--- src/hdl/bf_pkg.sv ---
// Shared types and constants for the Blowfish block engine.
// Used by every module under hdl/; depends on nothing.
`default_nettype none

package bf_pkg;

  localparam int BLOCK_W   = 64;
  localparam int HALF_W    = 32;
  localparam int IDX_W     = 10;
  localparam int CMD_W     = 2;
  localparam int BOXES     = 4;
  localparam int BOX_DEPTH = 256;
  localparam int BYTE_W    = 8;
  localparam int BOX_SEL_W = 2;

  typedef enum logic [CMD_W-1:0] {
    CMD_ENCRYPT = 2'd0,
    CMD_DECRYPT = 2'd1,
    CMD_LOAD_P  = 2'd2,
    CMD_LOAD_S  = 2'd3
  } cmd_e;

  // One beat moving down the round chain; loads travel with the blocks
  // so every cell sees table writes in stream order.
  typedef struct packed {
    logic              valid;
    cmd_e              cmd;
    logic [IDX_W-1:0]  idx;
    logic [HALF_W-1:0] word;
    logic [HALF_W-1:0] lh;
    logic [HALF_W-1:0] rh;
  } bf_item_t;

endpackage

`default_nettype wire

--- src/hdl/bf_whiten.sv ---
// Final cell: undo the last swap and apply the output whitening keys.
// Depends on bf_pkg.
`default_nettype none

module bf_whiten #(
  parameter int ROUNDS = 16
) (
  input  logic                       clk_i,
  input  logic                       rst_ni,
  input  bf_pkg::bf_item_t           item_i,
  output logic                       valid_o,
  output logic [bf_pkg::BLOCK_W-1:0] block_o
);
  import bf_pkg::*;

  logic [HALF_W-1:0]  p_r_enc_q;
  logic [HALF_W-1:0]  p_l_enc_q;
  logic [HALF_W-1:0]  p_r_dec_q;
  logic [HALF_W-1:0]  p_l_dec_q;
  logic               p_we;
  logic               is_block;
  logic               valid_q;
  logic [BLOCK_W-1:0] block_d;
  logic [BLOCK_W-1:0] block_q;

  assign p_we     = item_i.valid && (item_i.cmd == CMD_LOAD_P);
  assign is_block = (item_i.cmd == CMD_ENCRYPT) || (item_i.cmd == CMD_DECRYPT);

  always_ff @(posedge clk_i) begin
    if (p_we && (item_i.idx == IDX_W'(ROUNDS)))     p_r_enc_q <= item_i.word;
    if (p_we && (item_i.idx == IDX_W'(ROUNDS + 1))) p_l_enc_q <= item_i.word;
    if (p_we && (item_i.idx == IDX_W'(1)))          p_r_dec_q <= item_i.word;
    if (p_we && (item_i.idx == IDX_W'(0)))          p_l_dec_q <= item_i.word;
  end

  // Left comes from the right half of the last round and vice versa
  always_comb begin
    if (item_i.cmd == CMD_DECRYPT) begin
      block_d = {item_i.rh ^ p_l_dec_q, item_i.lh ^ p_r_dec_q};
    end else begin
      block_d = {item_i.rh ^ p_l_enc_q, item_i.lh ^ p_r_enc_q};
    end
  end

  always_ff @(posedge clk_i or negedge rst_ni) begin
    if (!rst_ni) begin
      valid_q <= 1'b0;
    end else begin
      valid_q <= item_i.valid && is_block;
    end
  end

  always_ff @(posedge clk_i) begin
    block_q <= block_d;
  end

  assign valid_o = valid_q;
  assign block_o = block_q;

endmodule

`default_nettype wire

--- config.mk ---
export PLATFORM = sky130hd
export DESIGN_NAME = bf_whiten
export DESIGN_NICKNAME = d
export VERILOG_FILES = /design/src/hdl/bf_pkg.sv /design/src/hdl/bf_whiten.sv
export SDC_FILE = /design/constraint.sdc
export NUM_CORES = 1
export LEC_CHECK = 0
export ABC_AREA = 1
export BUFFER_PORTS_ARGS = -buffer_cell sky130_fd_sc_hd__buf_2
export CORE_ASPECT_RATIO = 1.75
export CORE_MARGIN = 1
export CORE_UTILIZATION = 58
export CTS_CLUSTER_DIAMETER = 50
export CTS_CLUSTER_SIZE = 30
export DETAILED_ROUTE_END_ITERATION = 12
export PLACE_DENSITY_LB_ADDON = 0.25
export SYNTH_ARGS = -nofsm -noshare
export SYNTH_HDL_FRONTEND = slang
export SYNTH_SLANG_ARGS = --single-unit
--- constraint.sdc ---
create_clock -name clk_i -period 1.1 [get_ports clk_i]
set_input_delay 0.055 -clock clk_i [delete_from_list [all_inputs] [get_ports clk_i]]
set_output_delay 0.055 -clock clk_i [all_outputs]
set_load 0.01 [all_outputs]
Word-level counts from Yosys, hierarchy flattened
Index checks and enable logic that the tools add are counted.
- bitwise gates (word level): 4
- reduce and logical (&&, ||, !) cells: 9
- mux-type cells: 1
- equal/unequal tests: 5
- operator list (kind ; number):
    $xor A32 B32 Y32 ; 4
    $mux W64 ; 1
    $eq A10 B5 Y1 const B ; 2
    $eq A10 B1 Y1 const B ; 1
    $logic_not A10 Y1 ; 1
    $logic_and A1 B1 Y1 ; 6
    $eq A2 B1 Y1 const B ; 1
    $eq A2 B2 Y1 const B ; 1
    $logic_not A2 Y1 ; 1
    $logic_or A1 B1 Y1 ; 1
- register bits after elaboration: 193
- word-level logic and storage cells: 25

Depth between registers and ports, before layout
- depth after elaboration: 3
- mapped depth: 7

Least setup slack after synthesis
OpenSTA, ideal clock, no wires.
- path type: input -> register
- start: input port item_i[103] (netlist name)
- end: register p_l_dec_q[0] (enable)
- cell stages on the path: 3
- data arrival time: 2498 ps
- setup slack: -1860 ps
- path buffers: 0
- path through: nor2_1 > nand2_1 > nor3_1
- longest elaborated chain between the ends: 2
- ends and longest elaborated chain (item ; RTL line ; source):
    start: declaration ; bf_whiten.sv:10 ; input bf_pkg::bf_item_t item_i,
    $logic_not A10 Y1 ; bf_whiten.sv:33 ; if (p_we && (item_i.idx == IDX_W'(0))) p_l_dec_q <= item_i.word;
    $logic_and A1 B1 Y1 ; bf_whiten.sv:33 ;
    end signal: assignment ; bf_whiten.sv:33 ;
    end: declaration ; bf_whiten.sv:19 ; logic [HALF_W-1:0] p_l_dec_q;
No other way between the ends.
A chain may end at the register's enable or synchronous reset.

Final worst setup path
- start: input port item_i[108] (netlist name)
- end: register valid_q, in the netlist valid_o
- longest elaborated chain between the ends: 1
- ends and longest elaborated chain (item ; RTL line ; source):
    $logic_and A1 B1 Y1 ; bf_whiten.sv:49 ; valid_q <= item_i.valid && is_block;
    end signal: assignment ; bf_whiten.sv:49 ;
    end: declaration ; bf_whiten.sv:22 ; logic valid_q;
No other way between the ends.

==> out/results.tsv <==
metric	value	unit
Leak Pwr	5.10	nW
initial antenna violation count	0	
io pins	176	
post-synthesis compound-gate area fraction	0	%
total global-route track usage	28.1	%
vias in the first global route	6160	
Synth Instances	747	
outcome	finished, final reports clean	
Pins Over Slew Limit	0	
Mapped Nets	858	
clock buffer depth	2	
worst vdd ir	0.00130	V
FMAX	952	MHz
footprint of the multi-input gates	0.00187	mm2
worst min path class	in2reg	
cell taking the most area after synthesis	edfxtp_1	
vias per inst	4.82	
Wirelength per Cell	14.2	um
most frequent cells in the layout	nand2_1, buf_2, inv_1, edfxtp_1, dlygate4sd3_1	
clock latency on the worst-skew pair	0.43	ns
Final period util	95.5	%
chip height	153	um
CP max FO	2	
final hold viol count	0	
PD cells	1480	mW/mm2
first-pass GRT wire length	28.2	mm
Final GP Congestion	0.786	
Sink Count	193	
Area Growth Syn to Fin	38.6	%
area of the mapped netlist	0.00751	mm2
crit path kind	in2reg	
largest net degree at the start of global routing	43	
Reg area	0.00515	mm2
number of detailed-route iterations in the first pass	5	
Mean Syn Cell Area	10.1	um2
Die Wd	88.0	um
largest cells by area after synthesis	edfxtp_1, dfxtp_1, nand2_1	
sequential area share after synthesis	68.5	%
layout cell share with drive strength beyond 1	22.7	%
commonest non-fill, non-tap cell in the layout	nand2_1	
Relative slew margins	85.2	%
Synth top area share	51.2	%
mux cell area share after synthesis	0	%
crit path DAT	1.36	ns
Buffers on Ports	175	
Max H-tree Level	4	
worst r2r path cells	4	
CTS Buf Count	17	
cell count of the worst hold path	5	
CTS hold repair buffers	100	
CTS tree	done	
CTS root buf	clkbuf_16	
Post CTS Setup Buffer Count	0	
cts repair resizes	0	
Final Setup Violations	0	
initial core utilization	59.8	%
nets	1153	
wirelength, routed	17.3	mm
Setup TNS	0	ns
GRT overflow	0	
# fillers	732	
Hold WS	0.240	ns
Vias	5899	
die area	0.0134	mm2
Worst Max-Slew Pin Slew	0.221	ns
DP HPWL	9.67	mm
ant diodes	0	
Startpoint Class	input port	
adder-cell share of the synthesized area	0	%
Synthesis Warnings	0	
drt drc	0	
CTS clk-pin slew, worst paths	0.07	ns
Antenna Nets Post-Route	0	
Yosys reg bits	193	
main combinational cell family by area after synthesis	simple AND/OR/NAND/NOR gates	
Synth Area in XOR/XNOR	0	%
RSZ-0062 raised after global routing	false	
Min Clock Period, post-route	1.05	ns
core footprint	0.0126	mm2
Final Skew	0.00959	ns
Worst EP required	1.41	ns
Std-Cell Rows	54	
number of DRC violations after detailed-routing iteration 0	368	
Max-Cap Viols	0	
Worst setup EP type	flop	
Synth Area in Simple Gates	23.7	%
internal reg-to-reg setup slack	0.20	ns
Synth cell types	14	
-- worst paths after layout --
check                                           to               startpoint
max                              valid_o$_DFF_PN0_              item_i[108]
min                        p_l_dec_q[23]$_DFFE_PP_              item_i[104]
max reg2reg                    block_o[57]$_DFF_P_  p_l_dec_q[25]$_DFFE_PP_
min reg2reg                     block_o[9]$_DFF_P_   p_r_dec_q[9]$_DFFE_PP_
max in group asynchronous        valid_o$_DFF_PN0_                   rst_ni
min in group asynchronous        valid_o$_DFF_PN0_                   rst_ni
-- worst max-delay path, stage by stage --
cell	delay, ns
buf_2	0.11
dlygate4sd3_1	0.55
inv_1	0.06
nor2_1	0.04
dlygate4sd3_1	0.55
-- cells in the mapped netlist (all sizes together) --
cell type  instances
nand2            328
inv              135
edfxtp           128
dfxtp             64
nand3b            64
buf               12
nor2              12
nor3               2
dfrtp              1
nand3              1
-- metrics by stage --
step	std cells	setup WS [ns]	total power [W]	utilization, %	area [um2]
final	1223	0.0500	0.0154	82.8	10400
after floorplan	747	-0.412	0.00856	-	7600
after CTS	1223	0.0921	0.0154	82.8	10400
after global routing	1223	0.0199	0.0159	82.8	10400
after detailed placement	1091	-0.147	0.00909	70.1	8810
after global placement	1091	-0.137	0.00907	70.1	8810
-- layout make-up --
| type | instances | share of cell area, % |
|---|---|---|
| sequential | 193 | 49.5 |
| timing repair buffer | 288 | 19.9 |
| multi-input combinational | 407 | 18.0 |
| inverter | 135 | 4.87 |
| clock buffer | 17 | 4.09 |
| tap | 168 | 2.02 |
| clock inverter | 15 | 1.65 |
-- routing by layer --
layer	vias up	track usage (%)	routed length [um]
li1	2912	-	-
met1	2708	28.0	5880
met2	230	54.2	10100
met3	49	4.71	844
met4	0	12.7	515
met5	-	0	0
-- report_power, final --
part	internal, W	leakage [nW]	total, W	switching [W]
Clock	0.00325	0.288	0.00617	0.00292
Sequential	0.00788	1.70	0.00792	0.0000456
Combinational	0.000683	3.11	0.00133	0.000650
Total	0.0118	5.10	0.0154	0.00361
-- state kept, by name, summed over array words and instances (netlist names) --
register / flops
block_o: 64
p_l_dec_q: 32
p_l_enc_q: 32
p_r_dec_q: 32
p_r_enc_q: 32
valid_o: 1
-- cell families after synthesis --
group,Yosys count
simple gates,407
flops,193
buf+inv,147
Note: power is estimated with default switching activity, not from simulation.
