[config.mk]
export PLATFORM = sky130hd
export DESIGN_NAME = bf_out_fifo
export DESIGN_NICKNAME = d
export VERILOG_FILES = /design/src/hdl/bf_pkg.sv /design/src/hdl/bf_out_fifo.sv
export SDC_FILE = /design/constraint.sdc
export NUM_CORES = 2
export LEC_CHECK = 0
export BUFFER_PORTS_ARGS = -buffer_cell sky130_fd_sc_hd__clkbuf_2
export CAP_MARGIN = 0
export CORE_MARGIN = 5
export CORE_UTILIZATION = 45
export DETAILED_ROUTE_END_ITERATION = 8
export PLACE_DENSITY_LB_ADDON = 0.3
export SYNTH_ARGS = -nofsm -noshare
export SYNTH_HDL_FRONTEND = slang
export SYNTH_SLANG_ARGS = --single-unit
[constraint.sdc]
create_clock -name clk_i -period 9.7 [get_ports clk_i]
set_input_delay 0.97 -clock clk_i [delete_from_list [all_inputs] [get_ports clk_i]]
set_output_delay 0.97 -clock clk_i [all_outputs]
set_load 0.05 [all_outputs]
[src/hdl/bf_pkg.sv]
// Shared types and constants for the Blowfish block engine.
// Used by every module under hdl/; depends on nothing.
`default_nettype none

package bf_pkg;

  localparam int BLOCK_W   = 64;
  localparam int HALF_W    = 32;
  localparam int IDX_W     = 10;
  localparam int CMD_W     = 2;
  localparam int BOXES     = 4;
  localparam int BOX_DEPTH = 256;
  localparam int BYTE_W    = 8;
  localparam int BOX_SEL_W = 2;

  typedef enum logic [CMD_W-1:0] {
    CMD_ENCRYPT = 2'd0,
    CMD_DECRYPT = 2'd1,
    CMD_LOAD_P  = 2'd2,
    CMD_LOAD_S  = 2'd3
  } cmd_e;

  // One beat moving down the round chain; loads travel with the blocks
  // so every cell sees table writes in stream order.
  typedef struct packed {
    logic              valid;
    cmd_e              cmd;
    logic [IDX_W-1:0]  idx;
    logic [HALF_W-1:0] word;
    logic [HALF_W-1:0] lh;
    logic [HALF_W-1:0] rh;
  } bf_item_t;

endpackage

`default_nettype wire

[src/hdl/bf_out_fifo.sv]
// Result buffer between the free-running round chain and the output stream.
// Memory plus registered output beat. Depends on bf_pkg.
`default_nettype none

module bf_out_fifo #(
  parameter int AW = 6
) (
  input  logic                       clk_i,
  input  logic                       rst_ni,
  input  logic                       wr_valid_i,
  input  logic [bf_pkg::BLOCK_W-1:0] wr_data_i,
  output logic                       m_tvalid_o,
  input  logic                       m_tready_i,
  output logic [bf_pkg::BLOCK_W-1:0] m_tdata_o
);
  import bf_pkg::*;

  localparam int DEPTH = 2 ** AW;

  logic [BLOCK_W-1:0] mem [DEPTH];
  logic [AW:0]        wptr_q;
  logic [AW:0]        rptr_q;
  logic               out_valid_q;
  logic [BLOCK_W-1:0] out_data_q;
  logic               empty;
  logic               pop;

  assign empty = (wptr_q == rptr_q);
  assign pop   = !empty && (!out_valid_q || m_tready_i);

  always_ff @(posedge clk_i) begin
    if (wr_valid_i) begin
      mem[wptr_q[AW-1:0]] <= wr_data_i;
    end
  end

  always_ff @(posedge clk_i) begin
    if (pop) begin
      out_data_q <= mem[rptr_q[AW-1:0]];
    end
  end

  always_ff @(posedge clk_i or negedge rst_ni) begin
    if (!rst_ni) begin
      wptr_q      <= '0;
      rptr_q      <= '0;
      out_valid_q <= 1'b0;
    end else begin
      if (wr_valid_i) wptr_q <= wptr_q + 1'b1;
      if (pop)        rptr_q <= rptr_q + 1'b1;
      out_valid_q <= pop || (out_valid_q && !m_tready_i);
    end
  end

  assign m_tvalid_o = out_valid_q;
  assign m_tdata_o  = out_data_q;

endmodule

`default_nettype wire

Word level (Yosys, flattened, before mapping)
Memory sizes are Yosys's and may differ from the RTL's. A register that Yosys moved wholly into a read port is not among the register bits.
Cells that the tools add are included.
Widths: inputs -> output; s select.
- bits of input ports: 68
- output and inout port bits: 65
- memory bits (writable): 4096
- logic and storage cells: 16
- memories: 1
- register bits after elaboration: 15
- reduce and logical (&&, ||, !) cells: 7
- $add $sub $neg: 2
- mux-type cells: 2
- equal/unequal tests: 1
- memories (memory ; words ; width ; rd ports ; clocked after Yosys merged registers in ; wr ports ; line ; RTL):
    mem ; 64 ; 64 ; 1 ; 1 ; 1 ; bf_out_fifo.sv:20 ; logic [BLOCK_W-1:0] mem [DEPTH];
- operators by type and width (operator ; number):
    $add 7x1->7 const B ; 2
    $eq 7x7->1 ; 1
    $logic_not 1->1 ; 3
    $logic_and 1x1->1 ; 2
    $logic_or 1x1->1 ; 2
    $mux 1 ; 2

Depth between registers and ports, before layout
- word-level depth: 4
- mapped depth: 12
- mapped depth without buffers: 5

Least setup slack after synthesis
Ideal clock, no wire load.
- path type: input to register
- start: input wr_valid_i
- end: memory mem[48][0] (enable)
- data required time: 9.136 ns
- arrival time: 5.837 ns
- cell stages on the path: 3
- path buffers: 1
- setup slack: 3.298 ns
- setup time: 0.564 ns
- path through: clkbuf_1 > nand4b_1 > nor3_1
- word-level cells in the longest chain between the ends: 2
- ends and longest elaborated chain (element ; line ; RTL):
    from (decl) ; bf_out_fifo.sv:10 ; input logic wr_valid_i,
    $mux 1 ; bf_out_fifo.sv:32 ; if (wr_valid_i) begin
    $mux 1 (not written as such) ; bf_out_fifo.sv:33 ; mem[wptr_q[AW-1:0]] <= wr_data_i;
    to (decl) ; bf_out_fifo.sv:20 ;
Every way passes these cells.

Worst setup path in the final report
- start: register rptr_q[1]
- end: register out_data_q[48] (netlist: m_tdata_o[48]) (read register of mem) (data pin)
- word-level cells in the longest chain between the ends: 3
- ends and longest elaborated chain (element ; line ; RTL):
    from (decl) ; bf_out_fifo.sv:22 ; logic [AW:0] rptr_q;
    from (signal assigned) ; bf_out_fifo.sv:50 ; if (pop) rptr_q <= rptr_q + 1'b1;
    $eq 7x7->1 ; bf_out_fifo.sv:28 ; assign empty = (wptr_q == rptr_q);
    $logic_not 1->1 ; bf_out_fifo.sv:29 ; assign pop = !empty && (!out_valid_q || m_tready_i);
    $logic_and 1x1->1 ; bf_out_fifo.sv:29 ;
    to (decl) ; bf_out_fifo.sv:24 ; logic [BLOCK_W-1:0] out_data_q;
Parallel ways exist; a longest one is shown, timed or not.
A chain may end at the register's enable or synchronous reset.

==> qor.yml <==
sta:
  fin_setup_tns_ns: 0
  hold_ws_ns: 0.4251
  worstMarginPinSlew_ns: 1.369
  final-max-slew-violation-count: 0
  finalCriticalPeriod_ns: 4.987
  skew_ns: 0.05268
  setup-violations-final: 0
  fin_crit_sh_pct: 51.41
  rsz0062_at_grt: "false"
  slew_headroom_pct: 8.720
  finalHoldViolCount: 0
  fmax_mhz: 200.5
global_route:
  grt_remaining_overflow: 0
  antenna_found_initial: 30
  grtUsageTotal_pct: 24.07
  grt_max_degree: 149
  grt_pass1_wl_mm: 615.4
  grt_pass1_vias: 76400
worst_setup_path:
  cp.arrival_ns: 5.61
  required_ns: 10.32
  critPathLaunch: "rptr_q[1]"
  path_class: "flop to flop"
  reg2reg_from: "rptr_q[1]"
  r2r-end: "m_tdata_o[48]"
  crit_fanout: 69
  start_kind: "flop"
  r2r_slack_ns: 4.71
  end_kind: "flop"
  rr_worst_depth: 7
synth:
  syn_inst: 6633
  synth_top_area_cell: "edfxtp_1"
  synthTopCellsByArea: "edfxtp_1 (79%), mux4_2 (15%), mux2i_1 (1.3%), a22oi_1 (0.41%), nand2_1 (0.36%)"
  synth_area_mm2: 0.1585
  synth_cell_types: 59
  ys_ff_latch: 4175
  syn_nets: 6703
  netlist.area_leader.share_pct: 78.82
  synthArstFlopShare_pct: 0.3593
  synth_edf_count: 4160
  seq_area_frac_synth_pct: 79.06
  yosysWarnings: 0
  synth-main-ff-cell: "edfxtp_1"
  syn_area_per_cell_um2: 23.89
clocking:
  cts_max_path_buffers: 4
  clkTransAtPathRegs_ns: 0.07
  htreeDepth: 5
  cts_tree: "built"
  insertion_delay_ns: 0.93
  cts_root_buf: "clkbuf_16"
  cts_sinks: 4175
  cts_resized: 0
  cts_buffers: 405
final_layout:
  syn2layout_area_growth_pct: 12.39
  utilization_pct: 50.66
  fillers: 27000
  drive_gt1_share_pct: 28.17
  most-common-layout-cells: "edfxtp_1 (4160), mux4_2 (1083), clkbuf_16 (412)"
  nets: 7069
  final_common_cell: "edfxtp_1"
power:
  p_leak_uw: 0.05529
  power.density_mw_per_mm2: 284.9
  ir_drop_uv: 262.3
floorplan:
  io_pins: 133
  die_w_um: 603.4
  num_rows: 218
  dieArea_mm2: 0.3641
  die_h_um: 603.4
  initial_core_util_pct: 45.08
  core_mm2: 0.3516
drt:
  ant_nets: 0
  dr.pass1.iters: 6
  drtIter0Drc: 11400
  drc: 0
  dr_total_vias: 76690
  drt_wl_total_mm: 442.0
  vias_per_cell: 6.411
  wl_per_cell_um: 36.94
placement:
  hpwl_mm: 228.2
  port_buffers: 132
  routabilityCongestion: 0.7932
flow_run:
  cap_violations: 0
worst_hold_path:
  hold_path.class: "input pin to flop"
  holdPathEnd: "wptr_q[0]"
  holdPathStages: 2
  hold_start: "wr_valid_i"
status:
  status: "finished, final reports clean"
-- worst max-delay path, cell delays in order, from the launching register on --
cell	delay, ns
dfrtp_4	0.89
buf_4	0.67
buf_4	0.96
buf_4	0.72
mux4_2	0.41
mux4_2	0.48
a22oi_1	0.32
nand2_1	0.14
-- through the flow --
stage	power, uW	setup WS (ns)	cell area [um^2]	std cells
2_1_floorplan	31270	3.298	158500	6633
3_3_place_gp	35740	4.805	165200	11210
3_5_place_dp	35850	4.779	165200	11210
4_1_cts	51100	4.758	178100	11950
5_1_grt	52490	4.575	178100	11960
6_report	50740	4.713	178100	11960
-- power breakdown --
group	switching, uW	total, uW	internal (uW)	leakage (uW)
clock network	6640	15400	8740	0.00628
logic	8140	14000	5870	0.0114
registers	558	21400	20800	0.0377
-- routing by layer --
| metal | track usage [%] | share of wire [%] | vias to the layer above |
|---|---|---|---|
| li1 | - | - | 29370 |
| met1 | 34.95 | 39 | 42000 |
| met2 | 37.82 | 47 | 4571 |
| met3 | 4.349 | 10 | 742 |
| met4 | 6.874 | 3.2 | 10 |
| met5 | 0 | 0.015 | - |
-- kinds of logic after synthesis --
family,synth area share (%)
flops,79.06
mux,16.76
compound gates,1.811
buf+inv,1.251
simple gates,1.001
xor+xnor,0.09948
fa+ha+maj,0.01579
-- Yosys cell counts, types with 30 or more instances --
| cell | count |
|---|---|
| nor2_1 | 100 |
| mux4_2 | 1083 |
| a21oi_1 | 71 |
| buf_6 | 30 |
| o22ai_1 | 56 |
| buf_4 | 52 |
| o221ai_1 | 36 |
| buf_2 | 96 |
| edfxtp_1 | 4160 |
| nand3_1 | 33 |
| clkbuf_1 | 137 |
| nand2_1 | 153 |
| a22oi_1 | 87 |
| o21ai_0 | 33 |
| mux2i_1 | 207 |
| buf_1 | 49 |
-- how the worst max path moves through the flow --
stage                          to  depth (start not counted)  slack, ns
finish              m_tdata_o[48]                          7       4.71
global route        m_tdata_o[45]                          7       4.57
CTS                 m_tdata_o[48]                          7       4.76
detailed placement  m_tdata_o[48]                          7       4.78
global placement    m_tdata_o[48]                          7       4.81
floorplan              mem[48][0]                          3       3.30
-- repair_timing --
item	CTS	global route
hold endpoints to repair	1	0
setup buffers	0	0
hold buffers	1	0
-- final cells by class --
cell class / instances / area [um^2] / share of cell area [%]
Tap cell: 4620 / 5781 / 3.245
Clock buffer: 495 / 10660 / 5.986
Clock inverter: 247 / 2166 / 1.216
Timing Repair Buffer: 326 / 2395 / 1.345
Multi-Input combinational cell: 2087 / 31750 / 17.82
Antenna cell: 9 / 22.52 / 0.01264
Inverter: 4 / 30.03 / 0.01686
Sequential cell: 4175 / 125300 / 70.35
-- state kept, by name (all words and copies together) (netlist names) --
signal,flops
m_tdata_o,64
m_tvalid_o,1
mem,4096
rptr_q,7
wptr_q,7
Note: power is estimated with default switching activity, not from simulation.
